## src/design/clmd_pkg.sv

```systemverilog
package clmd_pkg;

  localparam int CFG_ADDR_W = 3;
  localparam int CFG_DATA_W = 11;
  localparam int CFG_COUNT  = 6;

  typedef enum logic [CFG_ADDR_W-1:0] {
    CFG_FRAME_WIDTH     = 3'd0,
    CFG_FRAME_HEIGHT    = 3'd1,
    CFG_KERNEL_SIZE     = 3'd2,
    CFG_COLOR_THRESHOLD = 3'd3,
    CFG_GRAY_THRESHOLD  = 3'd4,
    CFG_TARGET_BLUE     = 3'd5
  } cfg_idx_t;

  localparam logic [10:0] RST_FRAME_WIDTH  = 11'd640;
  localparam logic [10:0] RST_FRAME_HEIGHT = 11'd480;
  localparam logic [3:0]  RST_KERNEL_SIZE  = 4'd11;
  localparam logic [7:0]  RST_COLOR_THR    = 8'd150;
  localparam logic [7:0]  RST_GRAY_THR     = 8'd150;
  localparam logic        RST_TARGET_BLUE  = 1'b1;

  localparam logic [22:0] LUMA_B     = 23'd1868;
  localparam logic [22:0] LUMA_G     = 23'd9617;
  localparam logic [22:0] LUMA_R     = 23'd4899;
  localparam logic [22:0] LUMA_ROUND = 23'd8192;
  localparam int          LUMA_SHIFT = 14;

  localparam int S_TDATA_W  = 24;
  localparam int M_TDATA_W  = 8;
  localparam int FIFO_DEPTH = 3;

  typedef struct packed {
    logic color;
    logic gray;
    logic seed;
  } cm_req_t;

  typedef struct packed {
    logic vhit;
    logic own_color;
    logic own_gray;
  } cm_rsp_t;

  typedef struct packed {
    logic [1:0] count;
  } fifo_stat_t;

  typedef struct packed {
    logic mask_bit;
    logic frame_end;
  } out_item_t;

endpackage

```

## src/design/clmd_out_fifo.sv

```systemverilog
module clmd_out_fifo (
  input  logic                   clk,
  input  logic                   rst,
  input  logic                   push,
  input  clmd_pkg::out_item_t    din,
  input  logic                   pop,
  output logic                   valid,
  output clmd_pkg::out_item_t    dout,
  output clmd_pkg::fifo_stat_t   stat
);

  clmd_pkg::out_item_t mem [clmd_pkg::FIFO_DEPTH];
  logic [1:0] wr_ptr;
  logic [1:0] rd_ptr;
  logic [1:0] count;

  assign valid      = (count != 2'd0);
  assign dout       = mem[rd_ptr];
  assign stat.count = count;

  always_ff @(posedge clk) begin
    if (rst) begin
      wr_ptr <= '0;
      rd_ptr <= '0;
      count  <= '0;
    end else begin
      if (push) begin
        wr_ptr <= (32'(wr_ptr) == clmd_pkg::FIFO_DEPTH - 1) ? 2'd0 : wr_ptr + 2'd1;
      end
      if (pop) begin
        rd_ptr <= (32'(rd_ptr) == clmd_pkg::FIFO_DEPTH - 1) ? 2'd0 : rd_ptr + 2'd1;
      end
      if (push && !pop) begin
        count <= count + 2'd1;
      end else if (pop && !push) begin
        count <= count - 2'd1;
      end
    end
  end

  always_ff @(posedge clk) begin
    if (push) begin
      mem[wr_ptr] <= din;
    end
  end

endmodule

```

## config.mk

```make
export PLATFORM = sky130hd
export DESIGN_NAME = clmd_out_fifo
export DESIGN_NICKNAME = d
export VERILOG_FILES = /design/src/design/clmd_pkg.sv /design/src/design/clmd_out_fifo.sv
export SDC_FILE = /design/constraint.sdc
export NUM_CORES = 1
export LEC_CHECK = 0
export ABC_AREA = 1
export BUFFER_PORTS_ARGS = -buffer_cell sky130_fd_sc_hd__buf_2
export CORE_MARGIN = 3
export CORE_UTILIZATION = 40
export CTS_CLUSTER_SIZE = 25
export DETAILED_ROUTE_END_ITERATION = 10
export PLACE_DENSITY_LB_ADDON = 0.3
export SYNTH_ARGS = -nofsm -noshare
export SYNTH_HDL_FRONTEND = slang
export SYNTH_SLANG_ARGS = --single-unit
```

## constraint.sdc

```tcl
create_clock -name clk -period 0.84 [get_ports clk]
set_input_delay 0.126 -clock clk [delete_from_list [all_inputs] [get_ports clk]]
set_output_delay 0.126 -clock clk [all_outputs]
set_load 0.01 [all_outputs]
```

# [Word-level counts from Yosys, hierarchy flattened]
# Memories as Yosys holds them, arrays and structs flattened. A register that Yosys moved wholly into a read port is not among the register bits.
# Cells that the tools add are included.
[totals] regBits=6 mem_bits_rw=6 in_bits=6 out_inout_bits=5 elab_cells=24 memories=1
[op_classes] add_sub_neg=4 eq_ne=2 mux=8 reduce_logical=6
[mem_list] memory="mem" depth=3 word_bits=2 read_ports=1 rd_ports_with_merged_regs=1 write_ports=1 line="clmd_out_fifo.sv:12" rtl="clmd_pkg::out_item_t mem [clmd_pkg::FIFO_DEPTH];"
[ops] operator="2-to-1 mux 2 bit" count=6
[ops] operator="adder 2 x 1 -> 2 bit, second input constant" count=3
[ops] operator="equality test 2 bit, second input constant" count=2
[ops] operator="nonzero test 2 bit" count=2
[ops] operator="logical AND 1 bit" count=2
[ops] operator="zero test 1 bit" count=2
[ops] operator="2-to-1 mux 1 bit" count=2
[ops] operator="subtractor 2 x 1 -> 2 bit, second input constant" count=1

# [Longest topological paths before layout]
[depth] ltp_word=4 depth_mapped=8 depth_no_buf=8

# [Least setup slack after synthesis]
# OpenSTA, ideal clock, no wires.
[synth_timing] path_kind="register to register" start="register wr_ptr[1]" end="memory mem[2][0] in the netlist's numbering, enable pin" setup_ps=329 arrival_ps=591 required_time_ps=511 path_slack_ps=-79 path_stages_with_launch=3 path_buffers=0 period_less_slack_ps=919 cell_sequence="dfxtp_1 -> inv_1 -> nor3_1"
[synth_rtl] item="start: declaration" line="clmd_out_fifo.sv:13" rtl="logic [1:0] wr_ptr;"
[synth_rtl] item="start signal: assignment" line="clmd_out_fifo.sv:28" rtl="wr_ptr <= (32'(wr_ptr) == clmd_pkg::FIFO_DEPTH - 1) ? 2'd0 : wr_ptr + 2'd1;"
[synth_rtl] item="end: declaration" line="clmd_out_fifo.sv:12"
# No word-level cell before the write port.

==> run summary <==
Worst Setup Slack, final: -0.314 ns
Clk sinks: 14
WL final: 1110 um
R2R Path End: stat[1]$_SDFFE_PP0P_
First-pass GRT wire length: 1550 um
Hold worst-path end: wr_ptr[1]$_SDFFE_PP0P_
CP Cell Sequence: inv_2, nand2_1, a21oi_2, buf_2
Failing checks: negative setup slack
Post-Synthesis Cells: 60
Initial antenna violation count: 0
GRT Total Usage: 0.119
Synthesis Warnings: 0
Via count: 457
Commonest cells after routing, fill and taps aside: nand2_1, inv_1, buf_2, a21oi_2, edfxtp_1
Mapped cell area: 548 um^2
Syn_area_per_cell: 9.13 um^2
Max clock buf depth: 2
Worst skew pair latency: 0.28 ns
Lkg Pwr: 0.352 nW
Rel. slew slack: 0.872
Largest net degree at the start of global routing: 9
Initial core utilization: 0.462
Share of cells above drive strength 1: 0.570
CP bufs+invs: 2
Final worst path period share: 1.37
Core ar.: 0.00119 mm^2
Endpoints failing hold: 0
Hold depth: 2
Hold Buf Count CTS: 0
# diodes: 0
Fin area: 802 um^2
Sequential share of power: 0.513
Final period demand of the worst path: 1.15 ns
Status: finished with violations
H-tree depth: 1
R2R Setup Slk: -0.04 ns
Delay-heaviest family, CP: flip-flops
Nets: 87
RSZ-0062 raised after global routing: true
Synth-to-Final Area Change: 46.3%
Critical path launch point type: register
Hold Slack: 0.0437 ns
Number of I/O pins: 11
Synth unique cells: 14
P_sw: 0.404 mW
Final Util: 0.676
Switching part of the total: 0.259
Die H: 43.0 um
Post-route ant nets: 0
Worst r2r path cells: 7
Setup violators final: 12
Clock root buffer: clkbuf_4
FP Rows: 12
VDD IR max: 1.22 mV
Worst-path fanout max: 3
Critical path type: reg -> out
Syn nets: 67
Final Instance Count excl. Fillers: 93
Total die area: 0.00185 mm^2
Sequential share of the synthesized area: 0.621
Worst Hold Launch: rst
Initial DRC Count: 4
DRT Pass-1 Iters: 4
Detailed Place HPWL: 690 um
Instance area at placement: 651 um^2
GRT overflow: 0
Clock skew: 0.00474 ns
Pins over their slew limit: 0
Worst Path Arrival: 1.03 ns
CP max stage delay: 0.37 ns
Pwr per Cell Area: 1950 mW/mm^2
Vias in the first global route: 396
PortBufs: 10
Crit-path slowest cell: dfxtp_4
Int Power: 1.16 mW
DRC viols: 0
FF-to-FF Start: stat[0]$_SDFFE_PP0P_
Worst-path clk slew: 0.09 ns
Logic pwr share: 0.180
Vias per cell: 4.91
Yosys reg bits: 14
Commonest non-fill, non-tap cell in the layout: nand2_1
CTS tree: built
Required time of the critical path: 0.71 ns
Placer congestion estimate: 0.733
Max cap viols: 0
Die Span X: 43.0 um
CP endpoint kind: output port
Clk network pwr share: 0.306
Worst hold path class: in -> reg
Total CTS buffers: 3
Measured slew at the worst slew-check pin: 0.191 ns
Crit. path cell count: 4
Placed Cells: 88
Max Clk Rate: 866 MHz
Total Power: 1.56 mW
Routed length per instance: 11.9 um
==> synthesized netlist by cell type <==
| cell type | n | area, um^2 |
|---|---|---|
| inv_1 | 14 | 52.6 |
| nand2_1 | 9 | 33.8 |
| a21oi_1 | 8 | 40.0 |
| dfxtp_1 | 8 | 160 |
| edfxtp_1 | 6 | 180 |
| nor2_1 | 4 | 15.0 |
| nand3_1 | 3 | 15.0 |
| o21ai_0 | 2 | 10.0 |
| ha_1 | 1 | 12.5 |
| inv_2 | 1 | 3.75 |
| nand2_2 | 1 | 6.26 |
| nand4_1 | 1 | 6.26 |
| nor3_1 | 1 | 5.00 |
| nor3b_1 | 1 | 7.51 |
==> stage by stage <==
stage               setup slack [ns]  TNS, ns
floorplan                    0.00846        0
global placement              -0.110   -0.312
detailed placement            -0.136   -0.454
CTS                           -0.295   -0.884
global route                  -0.380    -1.40
finish                        -0.314   -0.992
==> cell families after synthesis <==
logic type | Yosys count | share of synthesized area
AOI/OAI and AO/OA | 10 | 0.0913
adders and majority gates | 1 | 0.0228
buffers and inverters | 15 | 0.103
DFF | 14 | 0.621
and+or+nand+nor | 20 | 0.162
==> repair_timing <==
| action | CTS | global route |
|---|---|---|
| pin swaps | 6 | 7 |
| setup buffers | 1 | 0 |
| gates resized for setup | 18 | 19 |
| cloned | 0 | 0 |
| setup endpoints to repair | 12 | 17 |
==> worst reg2reg max path: cells and delay by family, from the launching register on <==
kind | cells | cell delay [ns]
buffers and inverters | 3 | 0.20
DFF | 1 | 0.36
and+or+nand+nor | 4 | 0.25
==> cell type report <==
type / count / area (um^2)
flip-flops and latches: 14 / 355
inverters: 15 / 61.3
repair buffers: 15 / 104
well taps: 14 / 17.5
clock buffers: 4 / 36.3
multi-input cells: 31 / 228
fillers: 94 / 384
==> worst max-delay path by stage <==
stage                                       from              endpoint
after floorplan           wr_ptr[0]$_SDFFE_PP0P_   mem[2][0]$_DFFE_PP_
after global placement                       pop  stat[1]$_SDFFE_PP0P_
after detailed placement                     pop  stat[1]$_SDFFE_PP0P_
after CTS                    mem[1][0]$_DFFE_PP_               dout[0]
after global routing                    register               dout[1]
final                                   register               dout[1]
==> routing by layer <==
metal	share of wire	global-route usage	wire length, um	vias up
met5	0	0	0	-
met2	0.55	0.216	607	9
met1	0.39	0.102	438	211
met4	0.019	0.0723	21	0
met3	0.040	0.0551	44	4
li1	-	-	-	233
==> power by group through the flow <==
stage / Clock (mW) / Sequential [mW] / Combinational [mW]
4_1_cts: 0.482 / 0.798 / 0.236
6_report: 0.478 / 0.801 / 0.282
5_1_grt: 0.518 / 0.807 / 0.305
2_1_floorplan: 0 / 0.798 / 0.114
3_5_place_dp: 0 / 0.798 / 0.203
3_3_place_gp: 0 / 0.795 / 0.198
Note: power is estimated with default switching activity, not from simulation.
