$ cat src/design/clmd_pkg.sv
package clmd_pkg;

  localparam int CFG_ADDR_W = 3;
  localparam int CFG_DATA_W = 11;
  localparam int CFG_COUNT  = 6;

  typedef enum logic [CFG_ADDR_W-1:0] {
    CFG_FRAME_WIDTH     = 3'd0,
    CFG_FRAME_HEIGHT    = 3'd1,
    CFG_KERNEL_SIZE     = 3'd2,
    CFG_COLOR_THRESHOLD = 3'd3,
    CFG_GRAY_THRESHOLD  = 3'd4,
    CFG_TARGET_BLUE     = 3'd5
  } cfg_idx_t;

  localparam logic [10:0] RST_FRAME_WIDTH  = 11'd640;
  localparam logic [10:0] RST_FRAME_HEIGHT = 11'd480;
  localparam logic [3:0]  RST_KERNEL_SIZE  = 4'd11;
  localparam logic [7:0]  RST_COLOR_THR    = 8'd150;
  localparam logic [7:0]  RST_GRAY_THR     = 8'd150;
  localparam logic        RST_TARGET_BLUE  = 1'b1;

  localparam logic [22:0] LUMA_B     = 23'd1868;
  localparam logic [22:0] LUMA_G     = 23'd9617;
  localparam logic [22:0] LUMA_R     = 23'd4899;
  localparam logic [22:0] LUMA_ROUND = 23'd8192;
  localparam int          LUMA_SHIFT = 14;

  localparam int S_TDATA_W  = 24;
  localparam int M_TDATA_W  = 8;
  localparam int FIFO_DEPTH = 3;

  typedef struct packed {
    logic color;
    logic gray;
    logic seed;
  } cm_req_t;

  typedef struct packed {
    logic vhit;
    logic own_color;
    logic own_gray;
  } cm_rsp_t;

  typedef struct packed {
    logic [1:0] count;
  } fifo_stat_t;

  typedef struct packed {
    logic mask_bit;
    logic frame_end;
  } out_item_t;

endpackage

$ cat src/design/clmd_window.sv
module clmd_window #(
  parameter int KMAX    = 15,
  parameter int KW      = 4,
  parameter int EXT_MAX = 7
) (
  input  logic              clk,
  input  logic              step,
  input  logic              first,
  input  logic [KW-1:0]     tag,
  input  logic [KW-1:0]     target,
  input  logic [KW-1:0]     k_eff,
  input  logic [KW-1:0]     ext,
  input  clmd_pkg::cm_rsp_t rsp,
  output logic              mask_bit
);

  localparam int CDN = EXT_MAX + 1;

  logic [KMAX-1:0] hv;
  logic [KW-1:0]   htag [KMAX];
  logic [1:0]      cd [CDN];

  logic [KMAX-1:0] nv;
  logic [KW-1:0]   ntag [KMAX];
  logic [1:0]      ncd [CDN];
  logic            dil;
  logic [1:0]      own;

  always_comb begin
    nv[0]   = rsp.vhit;
    ntag[0] = tag;
    for (int t = 1; t < KMAX; t++) begin
      nv[t]   = first ? 1'b0 : hv[t-1];
      ntag[t] = htag[t-1];
    end
    dil = 1'b0;
    for (int t = 0; t < KMAX; t++) begin
      if ((t < 32'(k_eff)) && nv[t] && (ntag[t] == target)) begin
        dil = 1'b1;
      end
    end
    ncd[0] = {rsp.own_color, rsp.own_gray};
    for (int t = 1; t < CDN; t++) begin
      ncd[t] = cd[t-1];
    end
    own = ncd[0];
    for (int t = 1; t < CDN; t++) begin
      if (32'(ext) == t) begin
        own = ncd[t];
      end
    end
    mask_bit = (own[1] | dil) & own[0];
  end

  always_ff @(posedge clk) begin
    if (step) begin
      hv <= nv;
      for (int t = 0; t < KMAX; t++) begin
        htag[t] <= ntag[t];
      end
      for (int t = 0; t < CDN; t++) begin
        cd[t] <= ncd[t];
      end
    end
  end

endmodule

$ cat config.mk
export PLATFORM = sky130hd
export DESIGN_NAME = clmd_window
export DESIGN_NICKNAME = d
export VERILOG_FILES = /design/src/design/clmd_pkg.sv /design/src/design/clmd_window.sv
export SDC_FILE = /design/constraint.sdc
export NUM_CORES = 1
export LEC_CHECK = 0
export BUFFER_PORTS_ARGS = -buffer_cell sky130_fd_sc_hd__buf_2
export CORE_ASPECT_RATIO = 1.5
export CORE_MARGIN = 2
export CORE_UTILIZATION = 55
export CTS_BUF_LIST = sky130_fd_sc_hd__clkbuf_8
export CTS_CLUSTER_SIZE = 25
export DETAILED_ROUTE_END_ITERATION = 10
export PLACE_DENSITY = 0.73
export SYNTH_ARGS = -nofsm -noshare
export SYNTH_HDL_FRONTEND = slang
export SYNTH_SLANG_ARGS = --single-unit
$ cat constraint.sdc
create_clock -name clk -period 3.1 [get_ports clk]
set_input_delay 0.31 -clock clk [delete_from_list [all_inputs] [get_ports clk]]
set_output_delay 0.31 -clock clk [all_outputs]
set_load 0.01 [all_outputs]
After elaboration in Yosys (flattened, before gate mapping)
Memories as Yosys holds them, arrays and structs flattened.
Index checks and enable logic that the tools add are counted.
W data, S select, Z words.
{"block": "totals", "wordCells": 110, "output_inout_bits": 1, "input_bits": 22, "latchBits": 0, "mem_bits_rw": 76, "rom_bits": 0, "reg_bits": 14, "n_memories": 2}
{"block": "op_classes", "multipliers": 0, "div_mod_pow": 0, "mux": 38, "bitwise_logic": 2, "n_lt_le_gt_ge": 15, "shifts": 0, "n_reduce_logical": 30, "add_sub_neg": 0, "eq_ne": 22}
{"memory": "htag", "words": 15, "word_bits": 4, "read_ports": 14, "rd_ports_with_merged_regs": 0, "wr": 15, "line_no": "clmd_window.sv:20", "source": "logic [KW-1:0] htag [KMAX];"}
{"memory": "cd", "words": 8, "word_bits": 2, "read_ports": 7, "rd_ports_with_merged_regs": 0, "wr": 8, "line_no": "clmd_window.sv:21", "source": "logic [1:0] cd [CDN];"}
{"operator": "$eq A4 B4 Y1", "n": 15}
{"operator": "$mux W1", "n": 31}
{"operator": "$logic_and A1 B1 Y1", "n": 30}
{"operator": "$lt A4 B4 Y1 const A", "n": 7}
{"operator": "$eq A4 B3 Y1 const B", "n": 4}
{"operator": "$lt A3 B4 Y1 const A", "n": 4}
{"operator": "$mux W2", "n": 7}
{"operator": "$eq A4 B2 Y1 const B", "n": 2}
{"operator": "$lt A1 B4 Y1 const A", "n": 2}
{"operator": "$lt A2 B4 Y1 const A", "n": 2}
{"operator": "$eq A4 B1 Y1 const B", "n": 1}
{"operator": "$and A1 B1 Y1", "n": 1}
{"operator": "$or A1 B1 Y1", "n": 1}

Depth between registers and ports, before layout
Gate-level depths: netlist of run 1.
{"block": "depth", "ltp_word": 20, "depth_mapped": 8, "depth_no_buf": 6}

Worst setup path after synthesis of run 1
Ideal clock, no wire load.
{"block": "synth_path", "kind": "in2out", "startpoint": "input target[3]", "endpoint": "output mask_bit", "required_time_ns": 2.790, "slack_ns": 1.248, "cell_stages": 7, "path_buffers": 1, "arrival_ns": 1.542, "path_cell_list": "buf_6 > xnor2_1 > nand4b_1 > or4_1 > nand4_1 > a2111oi_1 > a31oi_1"}
{"block": "synth_between", "elab_chain_cells": 19, "word_cells_on_any_way": 47, "classes_between": "15 x eq/ne; 15 x mux; 2 x bitwise; 15 x reduce/logical"}
{"element": "start: declaration", "line_no": "clmd_window.sv:10", "source": "input logic [KW-1:0] target,"}
{"element": "$eq A4 B4 Y1", "line_no": "clmd_window.sv:38", "source": "if ((t < 32'(k_eff)) && nv[t] && (ntag[t] == target)) begin"}
{"element": "$logic_and A1 B1 Y1", "line_no": "clmd_window.sv:38"}
{"element": "$mux W1 (14 in series)", "line_no": "clmd_window.sv:38"}
{"element": "$mux W1 *", "line_no": "clmd_window.sv:38"}
{"element": "$or A1 B1 Y1 *", "line_no": "clmd_window.sv:52", "source": "mask_bit = (own[1] | dil) & own[0];"}
{"element": "$and A1 B1 Y1 *", "line_no": "clmd_window.sv:52"}
{"element": "end: declaration", "line_no": "clmd_window.sv:14", "source": "output logic mask_bit"}
Every way passes the cells marked *; elsewhere a longest branch is shown, timed or not.

==> results of run 1 <==
-- where the power goes --
group / internal [mW] / total, mW / switching, mW
Sequential: 1.33 / 1.37 / 0.0380
Combinational: 0.0795 / 0.199 / 0.119
Clock: 0.273 / 0.622 / 0.350
-- per-layer routing --
metal	part of all wire [%]	vias up
met1	40	1027
met3	4.7	8
met5	0	-
met2	53	67
met4	1.5	0
li1	-	986
-- critical path, delay by kind of cell, from the launching register on --
kind	cells	cell delay, ps
XOR/XNOR	1	210
flip-flops	1	430
AND/OR/NAND/NOR	3	770
AO/OA/AOI/OAI	2	220
buffers and inverters	1	160
-- stage by stage --
stage | util (%) | hold WS [ps] | power (mW) | cells
2_1_floorplan | - | 408.9 | 1.514 | 255
4_1_cts | 61.32 | 139.2 | 2.212 | 355
6_report | 61.32 | 153.5 | 2.189 | 355
3_3_place_gp | 59.00 | 428.5 | 1.591 | 339
3_5_place_dp | 59.00 | 439.0 | 1.595 | 339
5_1_grt | 61.32 | 142.8 | 2.271 | 355
-- state kept, by name, indices dropped and copies added, names as in the netlist --
| register | flops |
|---|---|
| htag | 56 |
| hv | 14 |
| cd | 14 |
-- logic make-up after synthesis --
logic type / synth area share, %
flip-flops: 67.27
AND/OR/NAND/NOR: 10.34
XOR/XNOR: 14.01
AO/OA/AOI/OAI: 4.371
buffers and inverters: 3.170
multiplexers: 0.8342
-- layout make-up --
| cell class | count | area, um2 | share of cell area, % |
|---|---|---|---|
| Inverter | 2 | 7.507 | 0.1874 |
| Tap cell | 76 | 95.09 | 2.374 |
| Clock buffer | 9 | 123.9 | 3.093 |
| Sequential cell | 84 | 2522 | 62.98 |
| Timing Repair Buffer | 23 | 120.1 | 2.999 |
| Clock inverter | 7 | 27.53 | 0.6873 |
| Multi-Input combinational cell | 154 | 1109 | 27.68 |
-- worst paths after layout --
path,to,slack (ps),cells past startpoint
hold reg to reg,cd[4][1],450,0
hold / removal,hv[0],150,1
setup / recovery,mask_bit,650,7
setup reg to reg,hv[12],2290,1
-- placed cells by master (no fill, tap or decap), drive strengths merged, types with 3 or more instances in the layout --
master	synthesis	layout
edfxtp	84	84
nor3	7	7
nor2	10	10
a21oi	7	7
xnor2	26	26
xor2	34	34
nand2	3	3
nand3	7	7
buf	11	23
nor2b	15	15
clkbuf	4	9
clkinv	0	4
o22ai	3	3
inv	2	5
nand4	7	7
nor4	6	6
o21ai	4	4
a2111oi	3	3
==> out/summary.txt, run 1 <==
Status = finished, final reports clean
Max Slew Vio Count = 0
Post-synth ARST share = 0%
Synthesized net count = 277
Post-CTS setup repair buffer count = 0
Period utilization = 79.09%
Final HPWL DP = 4715 um
Number of hold buffers added after CTS = 0
CTS buffer count = 9
Initial antenna violation count = 0
Synthesis-stage register bit count = 84
Gr busiest metal = met2
Area growth, synth to finish = 6.807%
Setup WS pre-CTS = 662.2 ps
GRT met1 Usage = 23.49%
Max Freq = 407.8 MHz
Cell Area, Placed = 3854 um2
Max_slew headroom = 29.78%
GR Overflow Total = 0
Final hold vios = 0
Met3 Usage GRT = 5.207%
Post-DRT Antenna Nets = 0
Max-cap check violation count = 0
CTS tree = done
ANT cells = 0
H-tree Lvls = 3
Critical Path Max Stage Delay = 560 ps
Final worst slack = 648.1 ps
Yosys warnings = 0
Starting Density = 57.41%
Worst slew pin tran = 1053 ps
Die ar. = 7508 um2
DRT Pass-1 Iters = 4
CP Launch Point = htag[1][13]
Vias in the first global route = 2086
Crit path launch type = flip-flop
Yosys top cell by area = edfxtp_1
Fillers = 495
Critical Path RT = 2790 ps
Die width = 71.42 um
Reg-to-reg startpoint = hv[11]
Final min period = 2452 ps
Clock sinks = 84
PwrDens = 546.6 nW/um2
Port Buf Inserts = 22
Worst hold-check path type = in -> reg
Crit Path Class = reg -> out
Mapped Avg Cell Area = 14.71 um2
Post-synth EDFFs = 84
HP Start = rsp[2]
DR vias = 2088
Clk_skew = 6.554 ps
Sequential element share of the synthesized area = 67.27%
P_leak = 1.369 nW
Reg clk slew, reported paths = 80 ps
Synth Flop Type = edfxtp_1
Iter 0 DRT Violations = 168
# setup viols final = 0
Top-area cell type share of the netlist area = 67.27%
Cell row count = 36
Max FO, Critical Path = 2
Area contributors post-synth = edfxtp_1 67%, xor2_1 7.9%, xnor2_1 6.1%
Met2 Use GR = 33.00%
Via-to-Cell Ratio = 5.882
Crit path arrival time = 2140 ps
CP Cell Sequence = xnor2_1, nand4b_1, or4_1, nand4_1, a2111oi_1, a31oi_1, buf_2
Clk_lat worst skew = 350 ps
Residual DRC = 0
Core area = 6531 um2
# nets final = 296
Post-synth top cells = 84 x edfxtp_1, 34 x xor2_1, 26 x xnor2_1, 15 x nor2b_1, 10 x nor2_1
CP max-delay cell = or4_1
Clock tree buffer depth = 2
Worst vdd ir = 0.0003677 V
Total GRT Usage = 19.59%
Post-Syn Instances = 255
Root buffer cell = clkbuf_8
Share of cells above drive strength 1 = 13.26%
Wire per inst = 18.67 um
Design area = 4005 um2
DRT Wirelength = 6629 um
Post-synth cell types = 36
Post-cts resize count = 0
Vert. Die Dim = 105.1 um
Io pins = 23
RSZ-0062 raised after global routing = no
Setup crit end kind = output pin
Largest net degree at the start of global routing = 85
Most numerous cell in the Yosys netlist = edfxtp_1
Routability congestion estimate = 0.8859
Syn Std Cell Area = 3750 um2
Setup tns final = 0 ps
First-pass GRT wire length = 10680 um
(Power assumes the default switching activity.)
==> inputs of run 2 (changes only) <==
--- a/config.mk
+++ b/config.mk
@@ -12,7 +12,7 @@
 export CTS_BUF_LIST = sky130_fd_sc_hd__clkbuf_8
 export CTS_CLUSTER_SIZE = 25
 export DETAILED_ROUTE_END_ITERATION = 10
-export PLACE_DENSITY = 0.73
+export PLACE_DENSITY = 0.76
 export SYNTH_ARGS = -nofsm -noshare
 export SYNTH_HDL_FRONTEND = slang
 export SYNTH_SLANG_ARGS = --single-unit
==> constraint.sdc (replaced) <==
create_clock -name clk -period 2.1 [get_ports clk]
set_input_delay 0.21 -clock clk [delete_from_list [all_inputs] [get_ports clk]]
set_output_delay 0.21 -clock clk [all_outputs]
set_load 0.01 [all_outputs]
==> out/summary.txt, run 2 (same netlist as run 1, synthesis figures left out) <==
# setup viols final = 1
Critical Path RT = 1890 ps
P_leak = 1.428 nW
Sequential power share = 58.4%
Commonest cells after routing, fill and taps aside = 84 x edfxtp_1, 34 x xor2_1, 26 x xnor2_1, 21 x buf_2, 15 x nor2b_1
Vias in the first global route = 2147
Post-DRT Antenna Nets = 0
DRT Pass-1 Iters = 4
Crit Path Class = reg -> out
CTS tree = done
Max-cap check violation count = 0
CP max-delay cell = or4_4
Worst slew pin tran = 459.0 ps
Total GRT Usage = 19.86%
Worst hold-check path type = in -> reg
Cell Area, Placed = 3946 um2
Clock power share = 32.6%
Most common cell after layout, fill and taps aside = edfxtp_1
Setup WS pre-CTS = -177.2 ps
Crit path arrival time = 2130 ps
GR Overflow Total = 0
Clock sinks = 84
Io pins = 23
WL met2 = 3522 um
Crit path launch type = flip-flop
DRT Wirelength = 6848 um
Number of hold buffers added after CTS = 0
CTS buffer count = 9
Post-CTS setup repair buffer count = 0
# nets final = 305
Routability congestion estimate = 0.8830
Root buffer cell = clkbuf_8
First-pass GRT wire length = 10960 um
Max Slew Vio Count = 0
Internal = 2.637 mW
H-tree Lvls = 3
Sw Pwr = 0.8186 mW
Status = finished with violations
Final HPWL DP = 4857 um
Setup crit end kind = output pin
RSZ-0062 raised after global routing = yes
Top reg by flops = htag
Clock tree buffer depth = 2
Port Buf Inserts = 22
Max Freq = 427.6 MHz
Max layer used = met4
Largest net degree at the start of global routing = 46
Area growth, synth to finish = 10.44%
Violated checks = negative setup slack
Via-to-Cell Ratio = 5.852
Critical Path Max Stage Delay = 550 ps
Sw Share = 23.69%
Iter 0 DRT Violations = 216
Number of flip-flops in the largest register = 56
Layout Utilization = 63.41%
Max FO, Critical Path = 2
Share of cells above drive strength 1 = 17.71%
Cell row count = 36
Starting Density = 57.41%
DR vias = 2130
Vert. Die Dim = 105.1 um
Residual DRC = 0
Clk_skew = 6.805 ps
Core area = 6531 um2
Tot Pwr = 3.456 mW
Die width = 71.42 um
Final hold vios = 0
PwrDens = 834.4 nW/um2
Met3 routed WL = 333 um
Comb power frac = 9.1%
Wire per inst = 18.81 um
Die ar. = 7508 um2
Max_slew headroom = 68.61%
Clk_lat worst skew = 360 ps
Design area = 4141 um2
Initial antenna violation count = 0
ANT cells = 0
Worst vdd ir = 0.0006358 V
CP Cell Sequence = xnor2_1, nand4b_1, or4_4, nand4_1, a2111oi_1, a31oi_1, buf_2
Final min period = 2339 ps
Wl on met1 = 2842 um
Largest regs = htag: 56 flops, cd: 14 flops, hv: 14 flops
Final worst slack = -238.6 ps
Reg clk slew, reported paths = 80 ps
Period utilization = 111.4%
[run 2: stage by stage]
step / setup TNS, ps / hold slack, ps / cells
6_report: -238.6 / 41.14 / 364
5_1_grt: -328.2 / 34.42 / 364
4_1_cts: -273.8 / 37.39 / 364
3_5_place_dp: -177.2 / 406.6 / 348
3_3_place_gp: -204.9 / 407.3 / 348
2_1_floorplan: 0 / 308.9 / 255
[run 2: critical path: cells and delay by family (launching register included)]
| family | cells | cell delay [ps] |
|---|---|---|
| xor+xnor | 1 | 190 |
| flops | 1 | 420 |
| compound gates | 2 | 220 |
| simple gates | 3 | 780 |
| buf+inv | 1 | 160 |
[run 2: path summary, 6_finish.rpt]
path               startpoint        to  slack [ps]  cells past startpoint
setup reg to reg        hv[9]    hv[10]        1290                      1
hold / removal         rsp[2]     hv[0]          40                      1
hold reg to reg      cd[5][0]  cd[6][0]         460                      0
setup / recovery  htag[1][13]  mask_bit        -240                      7
[run 2: power by group through the flow]
stage | Sequential, mW | Combinational, mW | Clock, mW
2_1_floorplan | 2.04 | 0.199 | 0
3_3_place_gp | 2.05 | 0.311 | 0
3_5_place_dp | 2.06 | 0.314 | 0
4_1_cts | 2.02 | 0.317 | 1.13
5_1_grt | 2.03 | 0.345 | 1.20
6_report | 2.02 | 0.314 | 1.12
[run 2: final cells by class]
type	instances	area (um2)
repair buffers	32	212.7
flip-flops and latches	84	2522
inverters	2	7.507
well taps	76	95.09
clock buffers	9	123.9
clock inverters	7	67.56
fillers	473	2390
multi-input cells	154	1112
[run 2: repair_timing]
| item | 4_1_cts | 5_1_grt |
|---|---|---|
| gates resized for setup | 1 | 0 |
| pin swaps | 0 | 0 |
| endpoints found under the setup margin | 1 | 1 |
[run 2: layer usage]
metal | track usage (%) | up-vias
met5 | 0 | -
met4 | 7.817 | 0
met3 | 4.050 | 13
met2 | 32.14 | 71
met1 | 26.09 | 1040
li1 | - | 1006
==> inputs of run 3 (changes only) <==
--- a/config.mk
+++ b/config.mk
@@ -5,6 +5,7 @@
 export SDC_FILE = /design/constraint.sdc
 export NUM_CORES = 1
 export LEC_CHECK = 0
+export ABC_AREA = 1
 export BUFFER_PORTS_ARGS = -buffer_cell sky130_fd_sc_hd__buf_2
 export CORE_ASPECT_RATIO = 1.5
 export CORE_MARGIN = 2
==> out/summary.txt, run 3 <==
Vert. Die Dim = 111.3 um
Die width = 75.54 um
Core area = 7515 um2
Max FO, Critical Path = 3
ANT cells = 0
Reg clk slew, reported paths = 80 ps
Top reg by flops = htag
Iter 0 DRT Violations = 273
# nets final = 541
Vias in the first global route = 3035
Post-synth EDFFs = 84
Number of hold buffers added after CTS = 0
Setup tns final = 0 ps
HP Start = rsp[0]
Port Buf Inserts = 22
Final instance count without filler cells = 626
Root buffer cell = clkbuf_8
Final HPWL DP = 6171 um
Cell row count = 39
Cell Area, Placed = 4397 um2
Total GRT Usage = 22.70%
Setup WS pre-CTS = 196.0 ps
Yosys warnings = 0
# setup viols final = 0
Met3 routed WL = 423 um
CTS tree = done
Number of flip-flops in the largest register = 56
PwrDens = 796.4 nW/um2
Max layer used = met4
Post-Syn Instances = 490
Post-synth cell types = 21
Tot Pwr = 3.721 mW
RSZ-0062 raised after global routing = yes
Residual DRC = 0
Final hold vios = 0
Critical Path RT = 1890 ps
Clk_skew = 12.56 ps
Worst hold-check path type = in -> reg
Clock sinks = 84
Max Slew Vio Count = 0
Wl on met1 = 3354 um
Post-synth ARST share = 0%
Max_slew headroom = 71.96%
Largest regs = htag: 56 flops, cd: 14 flops, hv: 14 flops
Layout Utilization = 62.17%
Synthesis-stage register bit count = 84
P_leak = 2.273 nW
DR vias = 3112
Synthesized net count = 512
Synth Flop Type = edfxtp_1
Max-cap check violation count = 0
Yosys top cell by area = edfxtp_1
First-pass GRT wire length = 14060 um
Mapped Avg Cell Area = 8.615 um2
Hold slack = 40.04 ps
Status = finished, final reports clean
Reg-to-reg startpoint = htag[0][12]
Period utilization = 94.59%
Setup crit end kind = output pin
Initial antenna violation count = 0
Worst vdd ir = 0.0006874 V
DRT Wirelength = 8644 um
Final worst slack = 113.7 ps
Via-to-Cell Ratio = 4.971
Top-area cell type share of the netlist area = 59.75%
Final min period = 1986 ps
Setup slack, reg-to-reg = 1290 ps
Die ar. = 8407 um2
Area contributors post-synth = edfxtp_1 60%, nand2_1 17%, inv_1 6.9%
Largest net degree at the start of global routing = 36
Crit Path Class = reg -> out
Post-synth top cells = 190 x nand2_1, 84 x edfxtp_1, 78 x inv_1, 67 x nor2_1, 25 x nand3_1
Max Freq = 503.4 MHz
CP Launch Point = htag[1][9]
Design area = 4672 um2
Worst slew pin tran = 420.6 ps
WL met2 = 4560 um
Post-DRT Antenna Nets = 0
Clk_lat worst skew = 370 ps
CTS buffer count = 9
Commonest cells after routing, fill and taps aside = 189 x nand2_1, 84 x edfxtp_1, 81 x inv_1, 66 x nor2_1, 25 x nand3_1
Share of cells above drive strength 1 = 10.31%
GR Overflow Total = 0
Most numerous cell in the Yosys netlist = nand2_1
DRT Pass-1 Iters = 5
Starting Density = 56.18%
Io pins = 23
H-tree Lvls = 3
Wire per inst = 13.81 um
Placed insts = 605
Sequential element share of the synthesized area = 59.75%
Syn Std Cell Area = 4222 um2
Area growth, synth to finish = 10.67%
Most common cell after layout, fill and taps aside = nand2_1
Crit path launch type = flip-flop
Crit path arrival time = 1780 ps
Routability congestion estimate = 0.8580
Clock tree buffer depth = 2
[run 3: changes by cell type in the layout (fill, tap and decap cells not counted), sizes merged, moves of 6 or more]
cell   previous run  this run
nor2             10        68
nor2b            15         0
nand3             7        25
xor2             34         5
xnor2            26         3
nor4              6         0
o21ai             4        11
inv               2        86
nand2             3       190
[run 3: worst max-delay path, stage by stage (launching register included)]
cell	delay (ps)
edfxtp_1	430
inv_1	80
nand2_1	60
nand2_1	70
nor2_1	50
nand3_1	90
nand2_1	60
nor2_1	100
nand2_1	70
nor2_2	150
nand2_1	60
nand2_1	60
inv_1	30
buf_2	120
[run 3: final timing paths]
kind / endpoint / depth (start not counted)
setup / recovery: mask_bit / 13
hold / removal: cd[0][0] / 1
setup reg to reg: htag[0][16] / 1
hold reg to reg: cd[5][1] / 0
[run 3: logic make-up (layout without fill, tap and decap cells)]
group                     Yosys count  after routing  synth area share [%]
AOI/OAI and AO/OA                  16             16                 2.282
xor gates and xnor gates            8              8                 1.660
buffers and inverters              94            128                 9.573
DFF                                84             84                 59.75
and+or+nand+nor                   288            288                 26.73
[run 3: metal layers]
metal  track usage, %  vias to the layer above
met5                0                        -
met4            10.06                        0
met3            5.818                       22
met2            37.39                      101
met1            27.33                     1410
li1                 -                     1579
[run 3: cell type report]
type / count / area (um2)
clock buffers: 9 / 123.9
multi-input cells: 312 / 1300
fillers: 647 / 2843
well taps: 102 / 127.6
inverters: 83 / 311.5
flip-flops and latches: 84 / 2522
clock inverters: 7 / 108.9
repair buffers: 29 / 177.7
[run 3: report_power, final]
part / leakage (nW) / switching, mW / internal (mW)
clock network: 0.123 / 0.568 / 0.777
registers: 0.828 / 0.0607 / 1.96
logic: 1.32 / 0.235 / 0.118
[run 3: repair_timing]
action / in CTS / in global routing
endpoints found under the setup margin: 0 / 1
gates resized for setup: 0 / 3
endpoints found under the hold margin: 0 / 0
setup buffers: 0 / 5
